<file path="config.mk">
export PLATFORM = sky130hd
export DESIGN_NAME = rrast_ram
export DESIGN_NICKNAME = d
export VERILOG_FILES = /design/src/sv/rrast_ram.sv
export SDC_FILE = /design/constraint.sdc
export NUM_CORES = 2
export LEC_CHECK = 0
export ABC_AREA = 0
export BUFFER_PORTS_ARGS = -buffer_cell sky130_fd_sc_hd__buf_2
export CORE_AREA = 2 2 381 383
export DETAILED_ROUTE_END_ITERATION = 12
export DIE_AREA = 0 0 383 385
export PLACE_DENSITY = 0.73
export SLEW_MARGIN = 40
export SYNTH_ARGS = -nofsm -noshare
export SYNTH_HDL_FRONTEND = slang
export SYNTH_SLANG_ARGS = --single-unit
</file>
<file path="constraint.sdc">
create_clock -name clk -period 2.6 [get_ports clk]
set_input_delay 0.13 -clock clk [delete_from_list [all_inputs] [get_ports clk]]
set_output_delay 0.13 -clock clk [all_outputs]
set_load 0.1 [all_outputs]
</file>
<file path="src/sv/rrast_ram.sv">
// generic single-port ram with registered read
module rrast_ram #(
  parameter int WIDTH = 8,
  parameter int DEPTH = 256
) (
  input  logic                     clk,
  input  logic                     we,
  input  logic [$clog2(DEPTH)-1:0] addr,
  input  logic [WIDTH-1:0]         wdata,
  output logic [WIDTH-1:0]         rdata
);

  logic [WIDTH-1:0] mem [DEPTH];

  // write port and registered read
  always_ff @(posedge clk) begin
    if (we) begin
      mem[addr] <= wdata;
    end
    rdata <= mem[addr];
  end

endmodule

</file>
==> Word level (Yosys, flattened, before mapping) <==
Memories as Yosys holds them, arrays and structs flattened. A register that Yosys moved wholly into a read port is not among the register bits.
Cells that the tools add are included.
{ "op_classes": {"muxes": 2} }
{ "ops": {"columns": ["operator", "n"], "rows": [
  ["1-bit two-way mux", 2]
]} }
{ "totals": {"reg_bits": 0, "mem_bits_rw": 2048, "out_inout_bits": 8, "n_memories": 1} }
{ "memory_table": {"columns": ["name", "depth", "width", "read_ports", "rd_ports_with_merged_regs", "write_ports", "line", "source"], "rows": [
  ["mem", 256, 8, 1, 1, 1, "13", "logic [WIDTH-1:0] mem [DEPTH];"]
]} }

==> Depth between registers and ports, before layout <==
{ "depth": {"ltp_word": 2, "ltp_mapped": 10, "ltp_nobuf": 5} }

==> Worst setup path after synthesis <==
OpenSTA, ideal clock, no wires.
{ "synth_path": {"kind": "input -> register", "startpoint": "input port addr[1]", "endpoint": "memory mem[111][0], enable pin", "setup_ps": 370, "arrival_ps": 1979, "required_ps": 2230, "setup_slack_ps": 251, "stages": 9, "path_buffers": 5, "path_cell_list": "buf_2 > clkbuf_1 > clkbuf_1 > nand2_1 > buf_2 > nor2_1 > nand2_1 > clkbuf_1 > nor2_1"} }
{ "synth_rtl": {"columns": ["element", "line", "source"], "rows": [
  ["start, declared", "8", "input logic [$clog2(DEPTH)-1:0] addr,"],
  ["end, declared", "13", null]
]} }
No word-level cell before the write port.

==> results.py <==
metrics = {
    "outcome": {
        "outcome": "completed",
    },
    "clock_tree": {
        "cts_tree": "built",
        "max-clock-path-buffers": 3,
        "root_buffer": "clkbuf_16",
        "cts.sinks": 2056,
        "path_clk_slew_ns": 0.06,
        "clock_latency_ns": 0.84,
        "numCtsBuffers": 195,
        "htreeDepth": 4,
    },
    "global_routing": {
        "grt_pass1_vias": 40500,
        "grt_max_degree": 121,
        "grt-ovfl-total": 0,
        "grt_pass1_wl_mm": 278,
        "antenna_found_initial": 11,
        "grt_usage_pct": 26.2,
    },
    "finish": {
        "nFillCells": 9150,
        "final_common_cell": "edfxtp_1",
        "final_cell_mix": "2048 x edfxtp_1, 512 x mux4_2, 476 x buf_4",
        "finalNetCount": 4113,
        "area_growth_pct": 16.2,
        "drive_above_1_share_pct": 31.9,
    },
    "yosys": {
        "synthCells": 3547,
        "syn-num-nets": 3565,
        "ys_seq_area_share_pct": 78.6,
        "yosys_warnings": 0,
        "synth_area_mm2": 0.0785,
        "ys_ff_latch": 2056,
        "netlist-cell-type-count": 22,
        "syn_avg_cell_area_um2": 22.1,
    },
    "routing": {
        "drt_pass1_iterations": 6,
        "routed_wl_mm": 190,
        "drc": 0,
        "routed_via_density": 6.49,
        "vias": 40000,
        "first_iter_violations": 5615,
        "ant_nets": 0,
        "post_drt_wl_per_cell_um": 30.8,
    },
    "worst_setup_path": {
        "regToRegStartpoint": "mem[79][1]",
        "critPathTopFamily": "compound AO/OA/AOI/OAI gates",
        "crit_chain": "mux4_2 > a22oi_1 > a21oi_1 > o41ai_2 > buf_4 > nand4_1",
        "critPathMaxFanout": 1,
        "worstPathArrival_ns": 3.19,
        "reg2reg_to": "rdata[1]",
        "end_kind": "register",
        "r2r_slack_ns": 0.11,
        "start_kind": "register",
        "cp_slowest_cell": "o41ai_2",
        "r2r_cells": 6,
        "worstSetupPathType": "register to register",
        "cp_num_buf_inv": 1,
        "crit_required_ns": 3.30,
        "slowest_delay_ns": 0.59,
    },
    "power": {
        "p_per_area_mw_per_mm2": 735,
        "p_leak_uw": 0.0289,
        "vdd_ir_drop_max_v": 0.000670,
    },
    "timing": {
        "worst_pin_slew_ns": 0.847,
        "layout_setup_ws_ns": 0.113,
        "relSlewSlack_pct": 43.4,
        "rsz0062_at_grt": "no",
        "fin_skew_ns": 0.0363,
        "finalCritPeriodShare_pct": 95.6,
        "min_period_ns": 2.49,
        "hold_viol": 0,
        "fmax_mhz": 402,
        "final-setup-viol-count": 0,
        "setup_tns_ns": 0,
        "slew_viol_final": 0,
        "holdWs_ns": 0.108,
    },
    "placement": {
        "pre_cts_slack_ns": -0.605,
        "port_buffers": 25,
        "dp.final_hpwl_mm": 116,
        "gp_congestion": 0.828,
    },
    "floorplanning": {
        "fp.dieH_um": 385,
        "start_util_pct": 54.8,
        "rows": 139,
        "core_mm2": 0.143,
        "io_pins": 26,
        "dieArea_mm2": 0.147,
        "dieWidth_um": 383,
    },
    "worst_hold_path": {
        "worstHoldPathCells": 3,
        "worstHoldEndpoint": "mem[236][4]",
        "min-delay-start": "we",
        "hold_class": "primary input to register",
    },
    "flow_run": {
        "maxCapViolations": 0,
    },
}
[cell type report]
type	instances	area, um^2	share of cell area, %
clock buffer	240	5090	5.58
timing repair buffer	583	5330	5.84
inverter	1	3.75	0.00411
multi-input combinational	1258	15800	17.3
antenna	5	12.5	0.0137
clock inverter	119	935	1.02
tap	1903	2380	2.61
sequential	2056	61700	67.6
[kinds of logic after synthesis]
group                  count (synthesis)  share of synthesized area (%)
AO/OA/AOI/OAI                        416                           3.62
buffers and inverters                233                           1.40
flip-flops                          2056                           78.6
multiplexers                         512                           14.7
AND/OR/NAND/NOR                      330                           1.73
[routing by layer]
layer  share of wire (%)  GRT usage, %  vias up  routed length, um
met5               0.055             0        -                104
li1                    -             -    16200                  -
met1                  37          37.1    20900              70900
met3                  12          6.36      389              22300
met4                 3.4          8.90       14               6410
met2                  47          40.5     2525              90000
[worst max path at each step]
stage           startpoint          end  slack, ns  cells past startpoint
3_3_place_gp       addr[0]     rdata[4]      -0.69                     10
6_report        mem[79][1]     rdata[1]       0.11                      6
4_1_cts        mem[218][4]     rdata[4]       0.13                      7
3_5_place_dp       addr[0]     rdata[4]      -0.60                      9
2_1_floorplan      addr[1]  mem[111][0]       0.25                      9
5_1_grt         mem[78][1]     rdata[1]       0.09                      6
[cells in the mapped netlist (all sizes together)]
library cell / count / area share, %
a22oi: 256 / 2.4
nand4: 8 / 0.064
a21oi: 128 / 0.82
nor2: 232 / 1.1
dfxtp: 8 / 0.20
nand2b: 6 / 0.048
mux4: 512 / 15
nor2b: 7 / 0.056
and2: 3 / 0.024
nand2: 28 / 0.13
nor3: 30 / 0.19
o41ai: 32 / 0.36
buf: 87 / 0.70
or2: 2 / 0.016
clkbuf: 145 / 0.69
or3: 1 / 0.0080
nand3: 13 / 0.083
edfxtp: 2048 / 78
inv: 1 / 0.0048
[metrics by stage]
step	util [%]	total power, uW	cells	instance area (um^2)
after CTS	63.7	67400	6160	91200
after detailed placement	59.4	40800	5791	85100
after global placement	59.4	40700	5791	85000
after global routing	63.7	68700	6160	91200
after floorplan	-	39000	3547	78500
final	63.7	67000	6165	91200
[sequential cells by signal (all words and copies together) (netlist names)]
name   flops
rdata      8
mem     2048
[worst min-delay path, delay by kind of cell]
family | cells | cell delay, ns
buffers and inverters | 1 | 0.26
and+or+nand+nor | 2 | 0.35
[report_power, final]
| part | total, uW | internal (uW) | switching [uW] |
|---|---|---|---|
| clock | 26900 | 14800 | 12100 |
| combinational | 3520 | 1320 | 2190 |
| sequential | 36600 | 36500 | 70.0 |
| total | 67000 | 52700 | 14300 |
[repair_timing]
action	4_1_cts	5_1_grt
gates resized for setup	1	1
gates cloned	0	0
setup endpoints to repair	1	1
buffers inserted	0	0
endpoints found under the hold margin	419	0
hold buffers	10	0
No activity file was read; power rests on OpenSTA's default activity.
