$ cat config.mk
export PLATFORM = sky130hd
export DESIGN_NAME = rrast_cell
export DESIGN_NICKNAME = d
export VERILOG_FILES = /design/src/sv/rrast_pkg.sv /design/src/sv/rrast_cell.sv
export SDC_FILE = /design/constraint.sdc
export NUM_CORES = 1
export LEC_CHECK = 0
export ABC_AREA = 1
export BUFFER_PORTS_ARGS = -buffer_cell sky130_fd_sc_hd__buf_2
export CORE_UTILIZATION = 49
export DETAILED_ROUTE_END_ITERATION = 12
export GPL_ROUTABILITY_DRIVEN = 1
export MAX_ROUTING_LAYER = met4
export PLACE_DENSITY_LB_ADDON = 0.15
export SLEW_MARGIN = 10
export SYNTH_ARGS = -nofsm -noshare
export SYNTH_HDL_FRONTEND = slang
export SYNTH_SLANG_ARGS = --single-unit
$ cat constraint.sdc
create_clock -name vclk -period 1.85
set_input_delay 0.185 -clock vclk [all_inputs]
set_output_delay 0.185 -clock vclk [all_outputs]
set_load 0.02 [all_outputs]
$ cat src/sv/rrast_pkg.sv
// shared types, constants and helpers of the rectangle rasterizer
package rrast_pkg;

  // canvas geometry
  localparam int MAX_SIDE  = 256;
  localparam int FRAC_BITS = 8;
  localparam int SIDE_BITS = (MAX_SIDE > 1) ? $clog2(MAX_SIDE) : 1;
  localparam int ADDR_BITS = 2 * SIDE_BITS;
  localparam int DEPTH     = MAX_SIDE * MAX_SIDE;
  localparam int ONE_FIX   = 1 << FRAC_BITS;

  // signed coordinate width: covers cell positions and edge + size sums
  localparam int PX_W    = SIDE_BITS + FRAC_BITS + 1;
  localparam int COORD_W = ((PX_W > 21) ? PX_W : 21) + 1;

  // field widths
  localparam int CFG_W  = 9;
  localparam int CHAR_W = 8;

  // command codes
  localparam logic [1:0] CMD_CLEAR = 2'd0;
  localparam logic [1:0] CMD_DRAW  = 2'd1;
  localparam logic [1:0] CMD_READ  = 2'd2;

  // configuration register indexes
  localparam logic [1:0] CFG_WIDTH  = 2'd0;
  localparam logic [1:0] CFG_HEIGHT = 2'd1;
  localparam logic [1:0] CFG_BG     = 2'd2;

  // shape type characters
  localparam logic [7:0] TYPE_OUTLINE = 8'h72;
  localparam logic [7:0] TYPE_FILLED  = 8'h52;

  // reset values of the configuration registers
  localparam logic [CFG_W-1:0]  WIDTH_RST  = 9'd256;
  localparam logic [CFG_W-1:0]  HEIGHT_RST = 9'd256;
  localparam logic [CHAR_W-1:0] BG_RST     = 8'd32;

  typedef struct packed {
    logic [1:0]         cmd;
    logic signed [19:0] rect_left;
    logic signed [19:0] rect_top;
    logic [18:0]        rect_width;
    logic [18:0]        rect_height;
    logic [7:0]         shape_type;
    logic [7:0]         paint_char;
    logic [7:0]         read_col;
    logic [7:0]         read_row;
  } in_t;

  typedef struct packed {
    logic [7:0] cell_char;
    logic       status;
  } out_t;

  // rectangle box in cell-space fixed point
  typedef struct packed {
    logic signed [COORD_W-1:0] tx;
    logic signed [COORD_W-1:0] bx;
    logic signed [COORD_W-1:0] ty;
    logic signed [COORD_W-1:0] by;
    logic                      filled;
  } geom_t;

  // last usable index of a side: zero acts as one, large values clamp
  function automatic logic [SIDE_BITS-1:0] side_last(input logic [CFG_W-1:0] v);
    logic [SIDE_BITS-1:0] r;
    if (v == '0) begin
      r = '0;
    end else if (int'(v) > MAX_SIDE) begin
      r = SIDE_BITS'(MAX_SIDE - 1);
    end else begin
      r = SIDE_BITS'(v - 9'd1);
    end
    return r;
  endfunction

endpackage

$ cat src/sv/rrast_cell.sv
// compare unit: decides whether one canvas cell is painted by the rectangle
module rrast_cell (
  input  logic [rrast_pkg::SIDE_BITS-1:0] col,
  input  logic [rrast_pkg::SIDE_BITS-1:0] row,
  input  rrast_pkg::geom_t                geom,
  output logic                            hit
);
  import rrast_pkg::*;

  logic signed [COORD_W-1:0] px;
  logic signed [COORD_W-1:0] py;
  logic signed [COORD_W-1:0] dx_lo;
  logic signed [COORD_W-1:0] dx_hi;
  logic signed [COORD_W-1:0] dy_lo;
  logic signed [COORD_W-1:0] dy_hi;
  logic signed [COORD_W-1:0] one;
  logic                      covered;
  logic                      band;

  // cell position in fixed point
  assign px  = COORD_W'(col) <<< FRAC_BITS;
  assign py  = COORD_W'(row) <<< FRAC_BITS;
  assign one = COORD_W'(ONE_FIX);

  // distances to the left, right, top and bottom edges
  assign dx_lo = px - geom.tx;
  assign dx_hi = geom.bx - px;
  assign dy_lo = py - geom.ty;
  assign dy_hi = geom.by - py;

  // inside the closed box, and within one unit of an edge
  assign covered = (dx_lo >= 0) && (dx_hi >= 0) && (dy_lo >= 0) && (dy_hi >= 0);
  assign band    = (dx_lo < one) || (dx_hi < one) || (dy_lo < one) || (dy_hi < one);
  assign hit     = covered && (band || geom.filled);

endmodule

# Word level (Yosys, flattened, before mapping)
# Cells that the tools add are included.
[word_totals]
register_bits = 0
elab_cells = 20
[op_classes]
n_addsub = 4
order_cmp = 8
n_reduce_logical = 8
[ops]
columns = ["cell", "count"]
rows = [
  ["greater-or-equal comparator 22 x 1 -> 1 bit (second input constant)", 4],
  ["less-than comparator 22 x 10 -> 1 bit (second input constant)", 4],
  ["subtractor 17 x 22 -> 22 bit", 2],
  ["subtractor 22 x 17 -> 22 bit", 2],
  ["logical AND 1 bit", 4],
  ["logical OR 1 bit", 4],
]

# Logic depth before layout (Yosys ltp)
# Gate-level depths: netlist of run 1.
[logic_depth]
depth_word = 7
mapped_depth = 18
depth_no_buf = 18

# Least setup slack after synthesis of run 1
# OpenSTA, ideal clock, no wires.
[synth_timing]
kind = "input to output"
start = "input port geom[53] in the netlist's numbering"
end = "output port hit"
t_arrival_ns = 1.868
required_ns = 1.665
path_slack_ns = -0.203
path_stages = 15
n_path_buf = 0
cell_sequence = "inv_1 ha_1 fa_1 inv_1 nand3_1 nand2_1 nand2_1 nand3_1 nand2_1 nand3b_1 nor2_1 nand3_1 nand4_1 nor2_1 nor2_1"
[synth_between]
elab_chain_len = 7
elab_cells_between_ends = 11
classes_between = "1 x add/sub; 2 x order compare; 8 x reduce/logical"
[synth_rtl]
columns = ["element", "line", "rtl"]
rows = [
  ["from (decl)", "rrast_cell.sv:5", "input rrast_pkg::geom_t geom,"],
  ["subtractor 22 x 17 -> 22 bit *", "rrast_cell.sv:27", "assign dx_hi = geom.bx - px;"],
  ["less-than comparator 22 x 10 -> 1 bit", "rrast_cell.sv:33", "assign band = (dx_lo < one) || (dx_hi < one) || (dy_lo < one) || (dy_hi < one);"],
  ["logical OR 1 bit (3 in series)", "rrast_cell.sv:33", ""],
  ["logical OR 1 bit", "rrast_cell.sv:34", "assign hit = covered && (band || geom.filled);"],
  ["logical AND 1 bit *", "rrast_cell.sv:34", ""],
  ["to (decl)", "rrast_cell.sv:6", "output logic hit"],
]
# Every way passes the cells marked *; elsewhere a longest branch is shown, timed or not.

# Worst setup path in the final report of run 1
[layout_timing]
start = "input port col[0] in the netlist's numbering"
end = "output port hit"
[layout_between]
elab_chain_len = 7
elab_cells_between_ends = 14
classes_between = "2 x add/sub; 4 x order compare; 8 x reduce/logical"
[layout_rtl]
columns = ["element", "line", "rtl"]
rows = [
  ["from (decl)", "rrast_cell.sv:3", "input logic [rrast_pkg::SIDE_BITS-1:0] col,"],
  ["subtractor 17 x 22 -> 22 bit or subtractor 22 x 17 -> 22 bit (tied branches)", "rrast_cell.sv:26, rrast_cell.sv:27", ""],
  ["less-than comparator 22 x 10 -> 1 bit", "rrast_cell.sv:33", ""],
  ["logical OR 1 bit (3 in series)", "rrast_cell.sv:33", ""],
  ["logical OR 1 bit", "rrast_cell.sv:34", ""],
  ["logical AND 1 bit *", "rrast_cell.sv:34", ""],
]
# Marked as above.

==> results_dict.tcl, run 1 <==
set metrics [dict create \
    ir_drop_mv 0.165 \
    die_w_um 82.3 \
    final.setup.worst_slack_ps -419 \
    final_cell_area_mm2 0.00459 \
    fin_total_pwr_mw 1.25 \
    first_global_vias 4276 \
    coreArea_mm2 0.00606 \
    slew_viol_final 0 \
    route.detailed.drc 0 \
    drtIter0Drc 255 \
    seq_cell_count 0 \
    portBuffers 90 \
    insertedDiodeCount 0 \
    cp.required_ps 1660 \
    power.leakage_nw 2.82 \
    maxCapViolations 0 \
    mostFrequentLayoutCells "220 x nand2_1, 138 x inv_1, 86 x nor2_1, 86 x buf_2, 79 x buf_4" \
    synth_top_area_cell "nand2_1" \
    ios 106 \
    status "finished, violations left" \
    antenna_found_initial 0 \
    maxSlewHeadroom 0.762 \
    grt_first_pass_wirelength_um 16500 \
    holdPathStages 7 \
    start_util 0.521 \
    ant_nets 0 \
    yosys_warnings 0 \
    grt_setup_unrepaired "yes" \
    final_core_util 0.758 \
    cp.arrival_ps 2080 \
    grt_overflow 0 \
    max_clock_freq_mhz 441 \
    wl_um 10600 \
    hold_end "hit" \
    violations "setup timing" \
    drive_above_1_share 0.294 \
    nClkBuffers 0 \
    firstDrtPassIters 8 \
    synth_top_area_frac 0.273 \
    wl_per_cell_um 11.7 \
    period_share 1.23 \
    viasPerCell 5.08 \
    worst-setup-path-type "in -> out" \
    syn-num-nets 807 \
    seqCellArea_um2 0 \
    layout.nets 977 \
    ctsHoldBuffers 0 \
    ys_seq_area_frac 0 \
    place.gp.congestion 1.02 \
    powerDensity_mw_per_mm2 272 \
    syn_area_mm2 0.00316 \
    dp_hpwl_um 8500 \
    mostFrequentLayoutCell "nand2_1" \
    synth.distinct_cells 28 \
    timing.setup.tns_ps -419 \
    area_growth_pct 45.3 \
    placed_area_mm2 0.00427 \
    min_period_ps 2270 \
    grt_use_total 0.308 \
    avgSynthCellArea_um2 4.73 \
    grt_max_degree 7 \
    final-setup-viol-count 1 \
    fp.dieH_um 82.3 \
    critPathCaptureType "output port" \
    critPathMaxFanout 2 \
    die_area_mm2 0.00677 \
    min_from "geom[66]" \
    worst_pin_slew_ps 354 \
    hold_viol_final 0 \
    synth.top_cells.by_area "nand2_1 27%, inv_1 17%, ha_1 13%" \
    hold_path_class "in -> out" \
    rows 28 \
    start_kind "input pin" \
    syn-instance-count 668 \
    vias 4630 \
]
[cells by family (layout without fill, tap and decap cells)]
group / Yosys count / count (layout) / share of synthesized area
AO/OA/AOI/OAI: 31 / 31 / 0.0574
XOR/XNOR: 6 / 6 / 0.0166
adder cells (fa/ha/maj): 34 / 34 / 0.139
buffers and inverters: 152 / 320 / 0.181
AND/OR/NAND/NOR: 445 / 445 / 0.606
[through the flow]
stage	cells	setup WS, ps	hold slack, ps
6_report	911	-419	879
5_1_grt	911	-547	940
4_1_cts	909	-340	885
3_5_place_dp	907	-479	901
3_3_place_gp	907	-411	890
2_1_floorplan	668	-79.1	594
[repair_timing]
action	in CTS	in global routing
resized for setup	34	19
pin swaps	12	7
setup buffers	2	2
endpoints found under the setup margin	1	1
[worst max-delay path, cell delays in order]
cell      delay [ps]
buf_6            110
ha_4             160
fa_2             390
inv_1            120
nand3_2          100
nand2_2           90
nand2_1           70
nand3_1           60
nand2_1           60
nand3b_1         150
nor2_1           140
nand3_1           90
nand4_1           80
nor2_1            50
nor2_2            90
buf_6            130
[area by class of cell]
cell class	instances	area, um^2
Multi-Input combinational cell	516	2870
Fill cell	549	1470
Timing Repair Buffer	168	1060
Inverter	152	573
Tap cell	75	93.8
[worst max path at each step]
stage,start,endpoint,slack (ps),cells after the start
after detailed placement,row[1],hit,-480,18
after CTS,geom[53],hit,-340,15
final,col[0],hit,-420,16
after global placement,col[1],hit,-410,19
after floorplan,geom[53],hit,-80,13
after global routing,geom[75],hit,-550,18
[synth_stat cells]
master and number:
a21o_1 3, a21oi_1 13, a21oi_2 2, a22oi_1 1, fa_1 2, ha_1 32, inv_1 140, inv_2 12
nand2_1 230, nand2_2 7, nand3_1 66, nand3_2 3, nand3b_1 8, nand3b_2 1, nand4_1 21, nor2_1 93
nor2_2 5, nor3_1 8, nor3_2 1, nor3b_1 1, o21a_1 1, o21ai_0 5, o21ai_1 4, o21ai_2 1
o21bai_1 1, or2_0 1, xnor2_1 3, xor2_1 3
[report_power, final]
part / switching (mW) / internal, mW
Sequential: 0 / 0
Combinational: 0.678 / 0.573
Clock: 0 / 0
Total: 0.678 / 0.573
[metal layers]
metal | vias to the layer above | share of wire | GRT usage
li1 | 2404 | - | -
met1 | 2034 | 0.41 | 0.326
met2 | 167 | 0.53 | 0.612
met3 | 25 | 0.051 | 0.0165
met4 | 0 | 0.016 | 0.0825
met5 | - | 0 | -
Note: power is estimated with default switching activity, not from simulation.
==> run 2, diff against run 1 <==
- CORE_MARGIN: not set -> 1.5
==> results_dict.tcl, run 2 (synthesized netlist as in run 1, its figures left out) <==
set metrics [dict create \
    min_from "geom[66]" \
    firstDrtPassIters 5 \
    mostFrequentLayoutCells "216 x nand2_1, 131 x inv_1, 84 x buf_4" \
    status "finished, violations left" \
    nClkBuffers 0 \
    seq_cell_count 0 \
    place.gp.congestion 0.956 \
    ctsHoldBuffers 0 \
    period_share 1.22 \
    drtIter0Drc 198 \
    viasPerCell 5.13 \
    comb_power_share 1.000 \
    power.leakage_nw 2.86 \
    mostFrequentLayoutCell "nand2_1" \
    wl_um 10800 \
    final-setup-viol-count 1 \
    start_kind "input pin" \
    critPathCaptureType "output port" \
    hold_end "hit" \
    worst_pin_slew_ps 271 \
    hold_path_class "in -> out" \
    grt_setup_unrepaired "yes" \
    cp.arrival_ps 2080 \
    switchingPower_mw 0.703 \
    fin_total_pwr_mw 1.30 \
    maxCapViolations 0 \
    p_seq_frac 0 \
    drive_above_1_share 0.331 \
    coreArea_mm2 0.00628 \
    hold_viol_final 0 \
    die_area_mm2 0.00694 \
    violations "setup timing" \
    grt_max_degree 7 \
    timing.setup.tns_ps -411 \
    powerDensity_mw_per_mm2 272 \
    wl_per_cell_um 11.8 \
    seqCellArea_um2 0 \
    switching_share 0.540 \
    grt_use_total 0.281 \
    antenna_found_initial 0 \
    ir_drop_mv 0.165 \
    start_util 0.503 \
    die_w_um 83.3 \
    rows 29 \
    area_growth_pct 51.5 \
    max_clock_freq_mhz 442 \
    first_global_vias 4240 \
    grt_overflow 0 \
    holdPathStages 7 \
    cp.required_ps 1660 \
    insertedDiodeCount 0 \
    grt_first_pass_wirelength_um 16700 \
    startpoint "geom[53]" \
    pwr-share-clk 0 \
    maxSlewHeadroom 0.818 \
    min_period_ps 2260 \
    final.setup.worst_slack_ps -411 \
    ant_nets 0 \
    layout.nets 983 \
    internal_power_mw 0.600 \
    portBuffers 90 \
    fp.dieH_um 83.3 \
    vias 4713 \
    dp_hpwl_um 8350 \
    slew_viol_final 0 \
    critPathMaxFanout 2 \
    n_fill_cell 547 \
    worst-setup-path-type "in -> out" \
    route.detailed.drc 0 \
    ios 106 \
]
## run 2: changes by cell type in the layout (fill, tap and decap cells not counted), sizes merged
cell	delta
buf	+6
## run 2: cell type report
type               count  area (um^2)  area share
inverters            152          578       0.121
multi-input cells    516         2980       0.623
well taps             77         96.3      0.0201
repair buffers       174         1130       0.236
## run 2: per-stage QoR
stage / setup slack (ps) / hold slack [ps] / area, um^2 / std cells / utilization
floorplan: -79.1 / 594 / 3170 / 668 / -
finish: -411 / 895 / 4790 / 919 / 0.763
detailed placement: -510 / 930 / 4300 / 912 / 0.684
global route: -584 / 934 / 4790 / 919 / 0.763
global placement: -501 / 933 / 4300 / 912 / 0.684
CTS: -373 / 905 / 4450 / 915 / 0.710
## run 2: power groups by stage
stage               logic, mW  clock network [mW]  registers [mW]
floorplan               0.656                   0               0
global placement         1.07                   0               0
detailed placement       1.10                   0               0
CTS                      1.15                   0               0
global route             1.45                   0               0
finish                   1.30                   0               0
## run 2: worst max path at each step
stage | end | slack [ps]
3_3_place_gp | hit | -500
3_5_place_dp | hit | -510
4_1_cts | hit | -370
5_1_grt | hit | -580
6_report | hit | -410
2_1_floorplan | hit | -80
## run 2: per-layer routing
metal	part of all wire	track usage	vias up
met5	0	-	-
met4	0.028	0.0455	0
met3	0.057	0.00895	32
met2	0.51	0.534	187
met1	0.40	0.334	2086
li1	-	-	2408
## run 2: repair_timing
action / in CTS / in global routing
resized for setup: 28 / 64
buffers inserted: 3 / 4
pin swaps: 17 / 27
setup endpoints to repair: 1 / 1
cloned: 0 / 0
## run 2: critical path: stages
cell and delay, ps:
buf_6 80, inv_4 30, ha_4 150, fa_2 530
nand3_2 70, a21oi_2 120, nand3_1 80, nor2_1 90
nand3b_1 80, nor2_1 120, nand3_1 80, nand4_1 160
nor2_2 60, nor2_2 110, buf_6 120
==> run 3, diff against run 2 <==
--- a/config.mk
+++ b/config.mk
@@ -8,8 +8,11 @@
 export ABC_AREA = 1
 export BUFFER_PORTS_ARGS = -buffer_cell sky130_fd_sc_hd__buf_2
+export CELL_PAD_IN_SITES_DETAIL_PLACEMENT = 0
+export CELL_PAD_IN_SITES_GLOBAL_PLACEMENT = 1
 export CORE_MARGIN = 1.5
-export CORE_UTILIZATION = 49
+export CORE_UTILIZATION = 30
 export DETAILED_ROUTE_END_ITERATION = 12
 export GPL_ROUTABILITY_DRIVEN = 1
+export GPL_TIMING_DRIVEN = 0
 export MAX_ROUTING_LAYER = met4
 export PLACE_DENSITY_LB_ADDON = 0.15
==> constraint.sdc (replaced) <==
create_clock -name vclk -period 1.85
set_input_delay 0.185 -clock vclk [all_inputs]
set_output_delay 0.185 -clock vclk [all_outputs]
set_load 0.005 [all_outputs]
==> results_dict.tcl, run 3 (synthesized netlist as in run 1, its figures left out) <==
set metrics [dict create \
    status "finished, violations left" \
    violations "setup timing" \
    mostFrequentLayoutCells "219 x nand2_1, 134 x inv_1, 87 x buf_2" \
    wl_um 9450 \
    hold_path_class "in -> out" \
    hold_viol_final 0 \
    fp.dieH_um 106 \
    power.leakage_nw 2.46 \
    placed_area_mm2 0.00380 \
    ios 106 \
    final_cell_area_mm2 0.00422 \
    crit_path_top_delay_cell "fa_2" \
    cp.required_ps 1660 \
    final_core_util 0.411 \
    path_cells "buf_8 > ha_4 > fa_2 > nand3_2 > a21oi_2 > nand3_1 > nor2_1 > nand3b_1 > nor2_2 > nand3_1 > nand4_1 > nor2_1 > nor2_1 > buf_2" \
    slowest_delay_ps 530 \
    critPathMaxFanout 2 \
    place_inst 894 \
    grt_first_pass_wirelength_um 16100 \
    grt_setup_unrepaired "yes" \
    coreArea_mm2 0.0103 \
    final-setup-viol-count 1 \
    area_growth_pct 33.7 \
    rows 37 \
    grt_overflow 0 \
    first_global_vias 3766 \
    layout.nets 904 \
    ant_nets 0 \
    mostFrequentLayoutCell "nand2_1" \
    max_clock_freq_mhz 454 \
    maxCapViolations 0 \
    route.detailed.drc 0 \
    wl_per_cell_um 10.5 \
    start_kind "input pin" \
    seqCellArea_um2 0 \
    die_w_um 106 \
    grt.met1_usage 0.214 \
    drive_above_1_share 0.252 \
    firstDrtPassIters 4 \
    viasPerCell 4.49 \
    powerDensity_mw_per_mm2 255 \
    slew_viol_final 0 \
    drtIter0Drc 140 \
    nClkBuffers 0 \
    stdcell_count 899 \
    maxSlewHeadroom 0.734 \
    die_area_mm2 0.0112 \
    portBuffers 90 \
    min_period_ps 2200 \
    insertedDiodeCount 0 \
    place.gp.congestion 0.882 \
    seq_cell_count 0 \
    cp.arrival_ps 2020 \
    fin_total_pwr_mw 1.08 \
    dp_hpwl_um 8430 \
    multi_input_area_mm2 0.00297 \
    start_util 0.307 \
    ir_drop_mv 0.105 \
    n_fill_cell 1204 \
    grt_max_degree 8 \
    worst-setup-path-type "in -> out" \
    timing.setup.tns_ps -351 \
    grt_use_total 0.172 \
    period_share 1.19 \
    grt.met2_usage 0.325 \
    grt_use_met3 0.00247 \
    grt.busiest_layer "met2" \
    antenna_found_initial 0 \
    final.setup.worst_slack_ps -351 \
    worst_pin_slew_ps 396 \
    critPathCaptureType "output port" \
    path_common_cell "nor2_1" \
    vias 4039 \
]
==> run 3: changes by cell type in the layout (fill, tap and decap cells not counted), moves of 2 or more <==
cell     change
nand2_1      +3
inv_1        +3
inv_4        -3
nand2_2      -2
buf_6        -4
buf_4       -79
buf_2        +4
==> run 3: what timing repair did <==
action / CTS / global route
gates resized for setup: 30 / 49
buffers inserted: 0 / 5
hold buffers: 0 / 0
pin swaps: 12 / 30
endpoints found under the setup margin: 1 / 1
==> run 3: critical path, delay by kind of cell <==
kind	cells	cell delay, ps
fa+ha+maj	2	680
compound gates	1	100
simple gates	9	810
buf+inv	2	220
==> run 3: layer usage <==
metal  up-vias  share of wire
li1       2259              -
met1      1701           0.47
met2        77           0.49
met3         2          0.033
met4         0         0.0044
met5         -              0
==> run 3: area by class of cell <==
cell class / instances / area share
Tap cell: 136 / 0.0403
Timing Repair Buffer: 95 / 0.121
Inverter: 152 / 0.135
Multi-Input combinational cell: 516 / 0.704
==> run 3: final timing paths <==
kind                  depth (start not counted)      from  slack, ps  end
worst max-delay path                         14    col[0]       -350  hit
worst min-delay path                          7  geom[22]        830  hit
==> run 3: power breakdown <==
part | switching (mW) | leakage (nW) | internal (mW)
clock network | 0 | 0 | 0
logic | 0.624 | 2.46 | 0.452
registers | 0 | 0 | 0
==> run 3: through the flow <==
step / hold WS (ps) / worst slack, ps
after global routing: 888 / -543
after CTS: 853 / -418
after global placement: 850 / -558
final: 834 / -351
after floorplan: 557 / 0.946
after detailed placement: 845 / -561
